`src/rtl/core/bct_pkg.sv`:
```
`default_nettype none
// ----------------------------------------------------------------------------
// bct_pkg
// Shared types and constants of the body command table: record layout,
// command codes, flag bits, register indexes and reset values.
// ----------------------------------------------------------------------------
package bct_pkg;

    localparam int NUM_BODIES_DEF = 1024;

    localparam int WORD_W  = 32;
    localparam int NUM_WORDS = 12;
    localparam int FLAGS_W = 3;
    localparam int CMD_W   = 3;
    localparam int INDEX_W = 10;

    // command codes
    localparam logic [CMD_W-1:0] CMD_DESTROY    = 3'd0;
    localparam logic [CMD_W-1:0] CMD_SPAWN      = 3'd1;
    localparam logic [CMD_W-1:0] CMD_CORRECTION = 3'd2;
    localparam logic [CMD_W-1:0] CMD_SET_VEL    = 3'd3;
    localparam logic [CMD_W-1:0] CMD_IMPULSE    = 3'd4;
    localparam logic [CMD_W-1:0] CMD_SET_AWAKE  = 3'd5;

    // flag bit positions
    localparam int FLAG_ALIVE  = 0;
    localparam int FLAG_AWAKE  = 1;
    localparam int FLAG_STATIC = 2;

    localparam logic [WORD_W-1:0] GEN_MAX = 32'hFFFF_FFFF;

    // configuration registers
    localparam int CFG_ADDR_W = 1;
    localparam int CFG_DATA_W = 31;
    localparam logic [CFG_ADDR_W-1:0] CFG_BODY_COUNT  = 1'd0;
    localparam logic [CFG_ADDR_W-1:0] CFG_SECTOR_HALF = 1'd1;
    localparam int BODY_COUNT_W  = 11;
    localparam int SECTOR_HALF_W = 31;
    localparam logic [BODY_COUNT_W-1:0]  BODY_COUNT_RST  = 11'd1024;
    localparam logic [SECTOR_HALF_W-1:0] SECTOR_HALF_RST = 31'h4000_0000;

    typedef logic [NUM_WORDS-1:0][WORD_W-1:0] words_t;

    // one body slot
    typedef struct packed {
        logic [WORD_W-1:0]  generation;
        logic [FLAGS_W-1:0] flags;
        logic [WORD_W-1:0]  sector_x;
        logic [WORD_W-1:0]  sector_y;
        logic [WORD_W-1:0]  sector_z;
        logic [WORD_W-1:0]  radius;
        logic [WORD_W-1:0]  position_x;
        logic [WORD_W-1:0]  position_y;
        logic [WORD_W-1:0]  position_z;
        logic [WORD_W-1:0]  inv_mass;
        logic [WORD_W-1:0]  velocity_x;
        logic [WORD_W-1:0]  velocity_y;
        logic [WORD_W-1:0]  velocity_z;
    } body_rec_t;

    // signed saturating add of two 32-bit words
    function automatic logic [WORD_W-1:0] sat_add(input logic [WORD_W-1:0] a,
                                                  input logic [WORD_W-1:0] b);
        logic [WORD_W-1:0] s;
        s = a + b;
        if ((a[WORD_W-1] == b[WORD_W-1]) && (s[WORD_W-1] != a[WORD_W-1])) begin
            s = a[WORD_W-1] ? {1'b1, {(WORD_W-1){1'b0}}} : {1'b0, {(WORD_W-1){1'b1}}};
        end
        return s;
    endfunction

    // -half <= p < half, p signed, half unsigned
    function automatic logic in_sector(input logic [WORD_W-1:0] p,
                                       input logic [SECTOR_HALF_W-1:0] half);
        logic signed [WORD_W:0] ps;
        logic signed [WORD_W:0] hs;
        ps = $signed({p[WORD_W-1], p});
        hs = $signed({2'b00, half});
        return (ps >= -hs) && (ps < hs);
    endfunction

endpackage
`default_nettype wire

```
`src/rtl/core/bct_exec.sv`:
```
`default_nettype none
// ----------------------------------------------------------------------------
// bct_exec
// Command execution: checks one command against the slot record read from
// the store and forms the updated record and the accept flag.
// ----------------------------------------------------------------------------
module bct_exec (
    input  wire logic [bct_pkg::CMD_W-1:0]         command,
    input  wire logic [bct_pkg::WORD_W-1:0]        generation,
    input  wire bct_pkg::words_t                   words,
    input  wire logic [bct_pkg::SECTOR_HALF_W-1:0] sector_half,
    input  wire bct_pkg::body_rec_t                rec_in,
    output logic                                   ok,
    output bct_pkg::body_rec_t                     rec_out
);

    logic alive;
    logic gen_match;
    logic spawn_gen_ok;
    logic spawn_payload_ok;
    logic [bct_pkg::WORD_W-1:0] spawn_flags;
    logic [bct_pkg::WORD_W-1:0] inv_mass;
    logic [bct_pkg::WORD_W-1:0] radius;
    logic is_static;
    logic inv_ok;
    logic pos_ok;

    assign alive     = rec_in.flags[bct_pkg::FLAG_ALIVE];
    assign gen_match = (rec_in.generation == generation);

    // spawn checks on generation and payload
    assign spawn_flags = words[11];
    assign inv_mass    = words[7];
    assign radius      = words[3];
    assign is_static   = spawn_flags[bct_pkg::FLAG_STATIC];
    assign spawn_gen_ok = (generation != bct_pkg::GEN_MAX) && !alive &&
        (gen_match || ((rec_in.generation != bct_pkg::GEN_MAX) &&
                       (rec_in.generation + 32'd1 == generation)));
    assign pos_ok = bct_pkg::in_sector(words[4], sector_half) &&
                    bct_pkg::in_sector(words[5], sector_half) &&
                    bct_pkg::in_sector(words[6], sector_half);
    assign inv_ok = !inv_mass[bct_pkg::WORD_W-1] &&
                    (is_static ? (inv_mass == '0) : (inv_mass != '0));
    assign spawn_payload_ok = spawn_flags[bct_pkg::FLAG_ALIVE] &&
                              (spawn_flags[bct_pkg::WORD_W-1:bct_pkg::FLAGS_W] == '0) &&
                              !radius[bct_pkg::WORD_W-1] && (radius != '0) &&
                              pos_ok && inv_ok;

    // per-command update
    always_comb begin
        ok      = 1'b0;
        rec_out = rec_in;
        case (command)
            bct_pkg::CMD_SPAWN: begin
                if (spawn_gen_ok && spawn_payload_ok) begin
                    ok                 = 1'b1;
                    rec_out.generation = generation;
                    rec_out.flags      = spawn_flags[bct_pkg::FLAGS_W-1:0];
                    rec_out.sector_x   = words[0];
                    rec_out.sector_y   = words[1];
                    rec_out.sector_z   = words[2];
                    rec_out.radius     = words[3];
                    rec_out.position_x = words[4];
                    rec_out.position_y = words[5];
                    rec_out.position_z = words[6];
                    rec_out.inv_mass   = words[7];
                    rec_out.velocity_x = words[8];
                    rec_out.velocity_y = words[9];
                    rec_out.velocity_z = words[10];
                end
            end
            bct_pkg::CMD_DESTROY: begin
                if (alive && gen_match) begin
                    ok                 = 1'b1;
                    rec_out            = '0;
                    rec_out.generation = (generation == bct_pkg::GEN_MAX) ?
                                         generation : generation + 32'd1;
                end
            end
            bct_pkg::CMD_CORRECTION: begin
                if (alive && gen_match) begin
                    ok                 = 1'b1;
                    rec_out.sector_x   = words[0];
                    rec_out.sector_y   = words[1];
                    rec_out.sector_z   = words[2];
                    rec_out.position_x = words[4];
                    rec_out.position_y = words[5];
                    rec_out.position_z = words[6];
                    rec_out.velocity_x = words[8];
                    rec_out.velocity_y = words[9];
                    rec_out.velocity_z = words[10];
                end
            end
            bct_pkg::CMD_SET_VEL: begin
                if (alive && gen_match) begin
                    ok                 = 1'b1;
                    rec_out.velocity_x = words[0];
                    rec_out.velocity_y = words[1];
                    rec_out.velocity_z = words[2];
                end
            end
            bct_pkg::CMD_IMPULSE: begin
                if (alive && gen_match) begin
                    ok                 = 1'b1;
                    rec_out.velocity_x = bct_pkg::sat_add(rec_in.velocity_x, words[0]);
                    rec_out.velocity_y = bct_pkg::sat_add(rec_in.velocity_y, words[1]);
                    rec_out.velocity_z = bct_pkg::sat_add(rec_in.velocity_z, words[2]);
                end
            end
            bct_pkg::CMD_SET_AWAKE: begin
                if (alive && gen_match) begin
                    ok = 1'b1;
                    rec_out.flags[bct_pkg::FLAG_AWAKE] = (words[0] != '0);
                end
            end
            default: begin
                ok      = 1'b0;
                rec_out = rec_in;
            end
        endcase
    end

endmodule
`default_nettype wire

```
`config.mk`:
```
export PLATFORM = sky130hd
export DESIGN_NAME = bct_exec
export DESIGN_NICKNAME = d
export VERILOG_FILES = /design/src/rtl/core/bct_pkg.sv /design/src/rtl/core/bct_exec.sv
export SDC_FILE = /design/constraint.sdc
export NUM_CORES = 1
export LEC_CHECK = 0
export BUFFER_PORTS_ARGS = -buffer_cell sky130_fd_sc_hd__buf_2
export CORE_AREA = 2 2 476 478
export DETAILED_ROUTE_END_ITERATION = 6
export DIE_AREA = 0 0 478 480
export GPL_ROUTABILITY_DRIVEN = 0
export PLACE_DENSITY = 0.3
export SLEW_MARGIN = 40
export SYNTH_ARGS = -nofsm -noshare
export SYNTH_HDL_FRONTEND = slang
export SYNTH_SLANG_ARGS = --single-unit
```
`constraint.sdc`:
```
create_clock -name vclk -period 8.05
set_clock_uncertainty 0.1 [all_clocks]
set_input_delay 1.61 -clock vclk [all_inputs]
set_output_delay 1.61 -clock vclk [all_outputs]
set_load 0.02 [all_outputs]
```
Word-level counts from Yosys, hierarchy flattened
Index checks and enable logic that the tools add are counted.
Widths: inputs -> output; s select.
{"block": "totals", "ff_bits": 0, "inputBits": 837, "out_inout_bits": 388, "elab_cells": 85}
{"block": "classes", "n_addsub": 6, "magnitude_cmp": 6, "eq_ne": 16, "n_mux": 27, "n_reduce_logical": 30}
{"operator": "$mux 387", "count": 2}
{"operator": "$pmux 96 s3", "count": 2}
{"operator": "$mux 96", "count": 5}
{"operator": "$pmux 96 s5", "count": 1}
{"operator": "$mux 32", "count": 7}
{"operator": "$pmux 32 s2", "count": 2}
{"operator": "$ge 32x33->1", "count": 3}
{"operator": "$add 32x32->32", "count": 3}
{"operator": "$lt 32x32->1", "count": 3}
{"operator": "$reduce_bool 32->1", "count": 3}
{"operator": "$pmux 33 s2", "count": 1}
{"operator": "$add 32x1->32 const B", "count": 2}
{"operator": "$eq 32x32->1", "count": 2}
{"operator": "$ne 32x32->1 const B", "count": 2}
{"operator": "$neg 31->33", "count": 1}
{"operator": "$eq 32x32->1 const B", "count": 1}
{"operator": "$logic_not 32->1", "count": 1}
{"operator": "$logic_not 29->1", "count": 1}
{"operator": "$logic_and 1x1->1", "count": 19}
{"operator": "$eq 3x2->1 const B", "count": 2}
{"operator": "$eq 3x3->1 const B", "count": 2}
{"operator": "$reduce_or 5->1", "count": 1}
{"operator": "$mux 1", "count": 4}
{"operator": "$pmux 1 s2", "count": 2}
{"operator": "7 further kinds", "count": 13}

Longest topological paths before layout
Gate-level depths: netlist (run 1).
{"block": "depth", "ltp_word": 10, "depth_mapped": 23, "depth_no_buf": 20}

Least setup slack after synthesis (run 1)
Ideal clock, no wire load.
{"block": "synth_timing", "kind": "in2out", "from": "input port sector_half[10] in the netlist's numbering", "to": "output port rec_out[93] in the netlist's numbering", "arrival_ns": 6.878, "required_ns": 6.340, "slack_ns": -0.538, "stages": 23, "path_buffers": 4, "path_cell_list": "nor4_1 -> nand4_1 -> or3_1 -> clkbuf_1 -> nor4_1 -> nand2_1 -> o41ai_1 -> nand2_1 -> ha_1 -> nand3_1 -> or3_1 -> nor3_1 -> o311ai_0 -> a2111oi_1 -> a311o_1 -> nand4_1 -> or4b_1 -> buf_4 -> nor2_8 -> buf_6 -> buf_4 -> a31oi_1 -> o21ai_1"}
{"element": "start: declaration", "line_no": "bct_exec.sv:11", "source": "input wire logic [bct_pkg::SECTOR_HALF_W-1:0] sector_half,"}
{"element": "end: declaration", "line_no": "bct_exec.sv:14", "source": "output bct_pkg::body_rec_t rec_out"}

==> parameters.txt, run 1 <==
Parameter                              Value

GRT
  GRT Total Usage ... 19.2%
  Met2 track demand over resource ... 32.9%
  Met3 capacity usage during global routing ... 5.04%
  Pin count of the biggest net entering global routing ... 53
  Initial antenna violation count ... 191
  First-pass GRT wire length ... 304,000 um
  Vias in the first global route ... 32,300
  Sum of overflow across all layers after global routing ... 0
  Met1 track demand over resource ... 24.1%
  Most congested layer reported by global routing ... met2

STA
  Peak Freq ... 0.108 GHz
  Number of failing hold endpoints at the final stage ... 0
  Tcrit/Tclk final ... 115%
  Max-slew violation count ... 0
  Actual slew at the worst max-slew pin ... 0.858 ns
  Unrepaired setup endpoints after global routing ... true
  Slew HR ... 42.8%
  Count of final setup violators ... 388
  Final critical delay including setup and external delays ... 9.26 ns
  Minimum setup slack in the final design ... -1.21 ns
  Summed negative setup slack over all endpoints ... -415.11 ns

Final layout
  P&R area growth vs syn ... 81.9%
  Post-route design area ... 37,100 um2
  Layout filler cell count ... 25,900
  Final Instance Count excl. Fillers ... 7,636
  Nets@finish ... 5,710
  Fraction of final layout cells with drive strength greater than 1 ... 44.0%
  Number of clock buffers in the layout ... 0
  Sequential cell count ... 0
  Sequential cell area in the final layout ... 0 um2
  Area used by multi-input combinational logic ... 21,200 um2

Floorplan
  Die height ... 480 um
  Area of the core ... 224,000 um2
  Starting density of the core ... 9.11%
  Overall die width ... 478 um
  Total I/O pin count ... 1,225
  Num rows ... 174
  Total die area ... 229,000 um2

Critical path
  Data required time of the critical path ... 6.34 ns
  CP Launch Type ... input pin
  Type of destination of the critical path ... primary output
  Worst-path maximum fanout ... 34
  Critical path class ... in2out
  Signal arrival time at the worst endpoint ... 7.55 ns

Synth
  Sequential element share of the synthesized area ... 0%
  Mapped Cells ... 3,111
  Post-synthesis net count ... 4,230
  Synthesized area per cell ... 6.56 um2
  Synth warnings ... 0
  Count of cell types in the netlist ... 93
  Cell area after technology mapping ... 20,400 um2

Detailed routing
  Number of optimization iterations in the first detailed-route pass ... 5
  Routed WL per cell ... 30.8 um
  Final wirelength ... 235,000 um
  Violation count after the first detailed-route iteration ... 2,377
  Number of vias after detailed routing ... 33,700
  DRC viols ... 0
  Detail-routed via count per cell ... 4.41
  Antenna Nets Post-Route ... 0

Placed design
  Post-placement cell area ... 34,000 um2
  Pre-CTS setup slack ... -2.03 ns
  Port buffer count ... 1,225
  Detail Placement HPWL ... 205,000 um
  Count of placed standard cells including taps ... 7,506

Status
  Run status ... finished with violations
  Failing checks ... setup timing

Hold path
  Type of the tightest min-delay check ... in2out

Pwr
  VDD IR max ... 0.0254 mV
  Static leakage ... 16.6 nW
  Power per cell area ... 57.9 nW/um2
  Total Power ... 2.15 mW

Flow run
  Max Cap Violations ... 0
-- synthesized netlist by cell type (68+ instances only) --
cell type,n,area [um2]
nand4_1,77,482
inv_1,86,323
nand2_1,441,1660
xnor2_1,91,797
a22o_1,204,1790
a21oi_1,227,1140
nand3_1,88,440
clkbuf_1,126,473
ha_1,279,3490
a21o_1,68,510
nor4_1,70,438
o21ai_0,259,1300
nor2_1,204,766
nor3_1,87,435
-- final timing paths --
check                          start      endpoint  slack [ns]  depth (start not counted)
worst max-delay path  sector_half[4]  rec_out[149]       -1.21                         27
worst min-delay path      words[344]   rec_out[24]        3.43                          4
-- worst max-delay path, cell delays in order --
cell and delay, ns:
buf_8 0.10, nor4_4 0.30, buf_4 0.19, buf_6 0.12, nand2_8 0.06, or3_4 0.37, nor4_4 0.23, nand2_2 0.13
o41ai_2 0.31, nand2_1 0.16, ha_4 0.30, nand3_2 0.06, or3_4 0.42, nor3_4 0.22, o311ai_2 0.17, a2111oi_2 0.35
buf_4 0.18, a311o_1 0.24, nand4_1 0.18, nor4b_4 0.33, buf_12 0.17, a31oi_4 0.07, or2_4 0.26, buf_12 0.16
buf_4 0.27, a22o_4 0.24, buf_2 0.15
-- metrics by stage --
stage	hold slack, ns	utilization (%)
2_1_floorplan	3.23	-
3_3_place_gp	3.46	15.2
3_5_place_dp	3.46	15.2
4_1_cts	3.44	16.3
5_1_grt	3.45	16.5
6_report	3.43	16.6
-- per-layer routing --
metal	part of all wire [%]	up-vias
li1	-	15200
met1	42	16400
met2	47	1575
met3	8.0	391
met4	2.7	122
met5	0.34	-
-- report_power, final --
group | switching, mW | internal, mW
Clock | 0 | 0.000000822
Sequential | 0 | 0
Combinational | 1.31 | 0.842
Total | 1.31 | 0.842
-- cell type report --
type	count	area share [%]
Antenna cell	55	0.371
Inverter	86	0.869
Multi-Input combinational cell	2821	57.0
Tap cell	2992	10.1
Timing Repair Buffer	1682	31.7
-- logic make-up (layout without fill, tap and decap cells) --
logic type               after synthesis  after routing  share of synthesized area [%]
AO/OA/AOI/OAI                       1243           1243                           42.4
adder cells (fa/ha/maj)              283            283                           17.4
buffers and inverters                290           1768                           6.49
XOR/XNOR                             143            143                           6.27
multiplexers                           5              5                          0.251
AND/OR/NAND/NOR                     1147           1147                           27.1
other                                  0             55                              0
-- repair_timing --
item,CTS,global route
setup buffers,43,9
resized for setup,323,124
pin swaps,69,23
setup endpoints to repair,388,388
endpoints found under the hold margin,0,0
cloned,28,2
hold buffers,0,0
-- cell usage in the layout, fill, tap and decap left out, drive strengths merged, types with 11 or more instances in the layout --
cell / count
a2111oi: 11
a211oi: 31
a21o: 68
a21oi: 228
a221o: 44
a221oi: 45
a22o: 204
a22oi: 24
a31oi: 51
and2: 11
and3: 25
buf: 1674
diode: 55
ha: 279
inv: 86
nand2: 442
nand2b: 19
nand3: 88
nand4: 79
nor2: 205
nor2b: 26
nor3: 88
nor3b: 11
nor4: 74
o211ai: 29
o21a: 54
o21ai: 264
o21bai: 14
o22ai: 26
o2bb2ai: 20
o311ai: 15
o31ai: 15
o32ai: 17
or2: 14
or3: 25
xnor2: 91
xor2: 50
Note: power is estimated with default switching activity, not from simulation.
==> inputs of run 2 (changes only) <==
--- a/config.mk
+++ b/config.mk
@@ -15,3 +15,4 @@
 export SYNTH_ARGS = -nofsm -noshare
 export SYNTH_HDL_FRONTEND = slang
 export SYNTH_SLANG_ARGS = --single-unit
+export TNS_END_PERCENT = 50
==> run 2 against run 1 <==
Net effect:
- critical path depth up 1
- largest cell class unchanged
- first-iteration DRC count up 2.5%
- worst setup slack better by 0.025 ns
- die area unchanged
- maximum frequency up 0.27%
- worst hold slack worse by 0.00074 ns
- sequential share of layout area unchanged
- via count down 0.61%
- the flow still finishes with violations (setup timing)
- critical endpoint is now rec_out[136]
- count of clock-buffer cells in the layout unchanged
- final area up 2.1%
==> parameters.txt, run 2 (same netlist as run 1, synthesis figures left out) <==
Parameter                              Value

Status
  Run status ... finished with violations
  Failing checks ... setup timing

Critical path
  CP Capture Point ... rec_out[136]
  Signal arrival time at the worst endpoint ... 7.53 ns (-0.02 ns)
  CP Launch Type ... input pin
  Data required time of the critical path ... 6.34 ns (about the same)
  Type of destination of the critical path ... primary output
  Worst-path maximum fanout ... 8 (-76%)
  Critical path launch point ... sector_half[5]
  Critical path class ... in2out

STA
  Summed negative setup slack over all endpoints ... -388.71 ns (+26.40 ns)
  Peak Freq ... 0.108 GHz (+0.27%)
  Slew HR ... 39.7% (-3.1 points)
  Tcrit/Tclk final ... 115% (-0.31 points)
  Count of final setup violators ... 388 (unchanged)
  Number of failing hold endpoints at the final stage ... 0 (unchanged)
  Unrepaired setup endpoints after global routing ... true
  Actual slew at the worst max-slew pin ... 0.902 ns (+0.0444 ns)
  Max-slew violation count ... 0 (unchanged)
  Final critical delay including setup and external delays ... 9.24 ns (-0.0248 ns)
  Minimum setup slack in the final design ... -1.19 ns (+0.0248 ns)

Placed design
  Detail Placement HPWL ... 207,000 um (+0.83%)
  Pre-CTS setup slack ... -1.83 ns (+0.197 ns)
  Port buffer count ... 1,225 (unchanged)

Floorplan
  Overall die width ... 478 um (unchanged)
  Die height ... 480 um (unchanged)
  Starting density of the core ... 9.11% (unchanged)
  Area of the core ... 224,000 um2 (unchanged)
  Total I/O pin count ... 1,225 (unchanged)
  Total die area ... 229,000 um2 (unchanged)
  Num rows ... 174 (unchanged)

Detailed routing
  Final wirelength ... 240,000 um (+2.3%)
  Routed length on met1 ... 100,000 um (+1.5%)
  Met2 WL ... 112,000 um (+1.2%)
  Antenna Nets Post-Route ... 0 (unchanged)
  Highest metal layer used by the detailed router ... met5
  Detail-routed via count per cell ... 4.38 (-0.76%)
  Number of optimization iterations in the first detailed-route pass ... 6 (+1)
  DRC viols ... 0 (unchanged)
  Routed WL per cell ... 31.4 um (+2.1%)
  Met3 Wirelength ... 19,800 um (+4.8%)
  Number of vias after detailed routing ... 33,500 (-0.61%)
  Violation count after the first detailed-route iteration ... 2,436 (+2.5%)

Pwr
  Cell internal pwr ... 0.894 mW (+6.2%)
  Logic pwr share ... 100.0% (about the same)
  Static leakage ... 16.9 nW (+1.9%)
  Power per cell area ... 58.2 nW/um2 (+0.55%)
  VDD IR max ... 0.0228 mV (-10%)
  Flop pwr share ... 0% (unchanged)
  Switching component of the power ... 1.31 mW (+0.43%)
  Clock share of power ... 0% (unchanged)
  Switching share of power ... 59.5% (-1.3 points)

Final layout
  Fraction of final layout cells with drive strength greater than 1 ... 43.4% (-0.62 points)
  Sequential cell count ... 0 (unchanged)
  P&R area growth vs syn ... 85.8%
  Sequential cell area in the final layout ... 0 um2 (unchanged)
  Nets@finish ... 5,706 (-0.070%)
  Leading cell type in the layout, fill and taps excluded ... buf_2
  Number of clock buffers in the layout ... 0 (unchanged)
  Commonest non-fill, non-tap cells in the layout ... buf_2, nand2_1, buf_4, ha_1, buf_6

Hold path
  Type of the tightest min-delay check ... in2out
  Hold_sp ... rec_in[285]

GRT
  First-pass GRT wire length ... 304,000 um (+0.15%)
  Vias in the first global route ... 32,000 (-1.1%)
  GRT Total Usage ... 19.4% (+0.17 points)
  Pin count of the biggest net entering global routing ... 89 (+68%)
  Sum of overflow across all layers after global routing ... 0 (unchanged)
  Initial antenna violation count ... 225 (+18%)

Flow run
  Max Cap Violations ... 0 (unchanged)

Clocking
  Hold bufs inserted after CTS ... 0 (unchanged)
-- run 2: layout make-up --
cell class                      count  area, um2
Fill cell                       25800     186000
Multi-Input combinational cell   2821      21000
Timing Repair Buffer             1678      12700
Tap cell                         2992       3740
Inverter                           86        323
Antenna cell                       71        178
-- run 2: routing by layer --
layer	track usage (%)	vias up
li1	-	15200
met1	23.9	16300
met2	32.8	1498
met3	5.87	410
met4	4.43	122
met5	0	-
-- run 2: power groups by stage --
| stage | Combinational (mW) | Clock, mW | Sequential, mW |
|---|---|---|---|
| after floorplan | 0.991 | 0 | 0 |
| after global placement | 2.02 | 0 | 0 |
| after detailed placement | 2.02 | 0 | 0 |
| after CTS | 2.08 | 0 | 0 |
| after global routing | 2.37 | 0.000000573 | 0 |
| final | 2.21 | 0.00000117 | 0 |
-- run 2: through the flow --
step / utilization (%) / cells / hold slack (ns) / cell area (um2) / total power [mW]
after floorplan: - / 3111 / 3.25 / 20900 / 0.991
final: 16.9 / 7648 / 3.43 / 37900 / 2.21
after detailed placement: 14.7 / 7489 / 3.45 / 33000 / 2.02
after global routing: 16.9 / 7612 / 3.44 / 37800 / 2.37
after CTS: 15.6 / 7538 / 3.44 / 34900 / 2.08
after global placement: 14.7 / 7487 / 3.46 / 33000 / 2.02
-- run 2: critical path: stages --
cell and delay, ns:
buf_8 0.10, nor4_4 0.38, buf_4 0.22, buf_6 0.11
nand2_4 0.06, or3_4 0.44, nor4_4 0.28, nand2_1 0.14
buf_4 0.16, nor2_2 0.09, xnor2_1 0.10, ha_1 0.31
nand3_2 0.08, or3_4 0.39, nor3_4 0.16, o311ai_2 0.14
a2111oi_2 0.39, buf_4 0.17, a311o_1 0.14, nand4_1 0.15
nor4b_4 0.38, buf_12 0.18, a31oi_1 0.08, or2_4 0.38
clkbuf_16 0.25, buf_12 0.17, a22o_4 0.25, buf_6 0.13
-- run 2: how the worst min path moves through the flow --
stage | end | slack [ns] | cells after the start
final | rec_out[285] | 3.43 | 3
after floorplan | rec_out[128] | 3.25 | 1
after CTS | rec_out[334] | 3.44 | 3
after global routing | rec_out[276] | 3.44 | 3
after detailed placement | rec_out[69] | 3.45 | 4
after global placement | rec_out[69] | 3.46 | 4
-- run 2: what timing repair did --
item                                   CTS  global route
setup endpoints to repair              388           388
pin swaps                               54           200
endpoints found under the hold margin    0             0
buffers inserted                        34            31
resized for setup                      313           641
gates cloned                            17            17
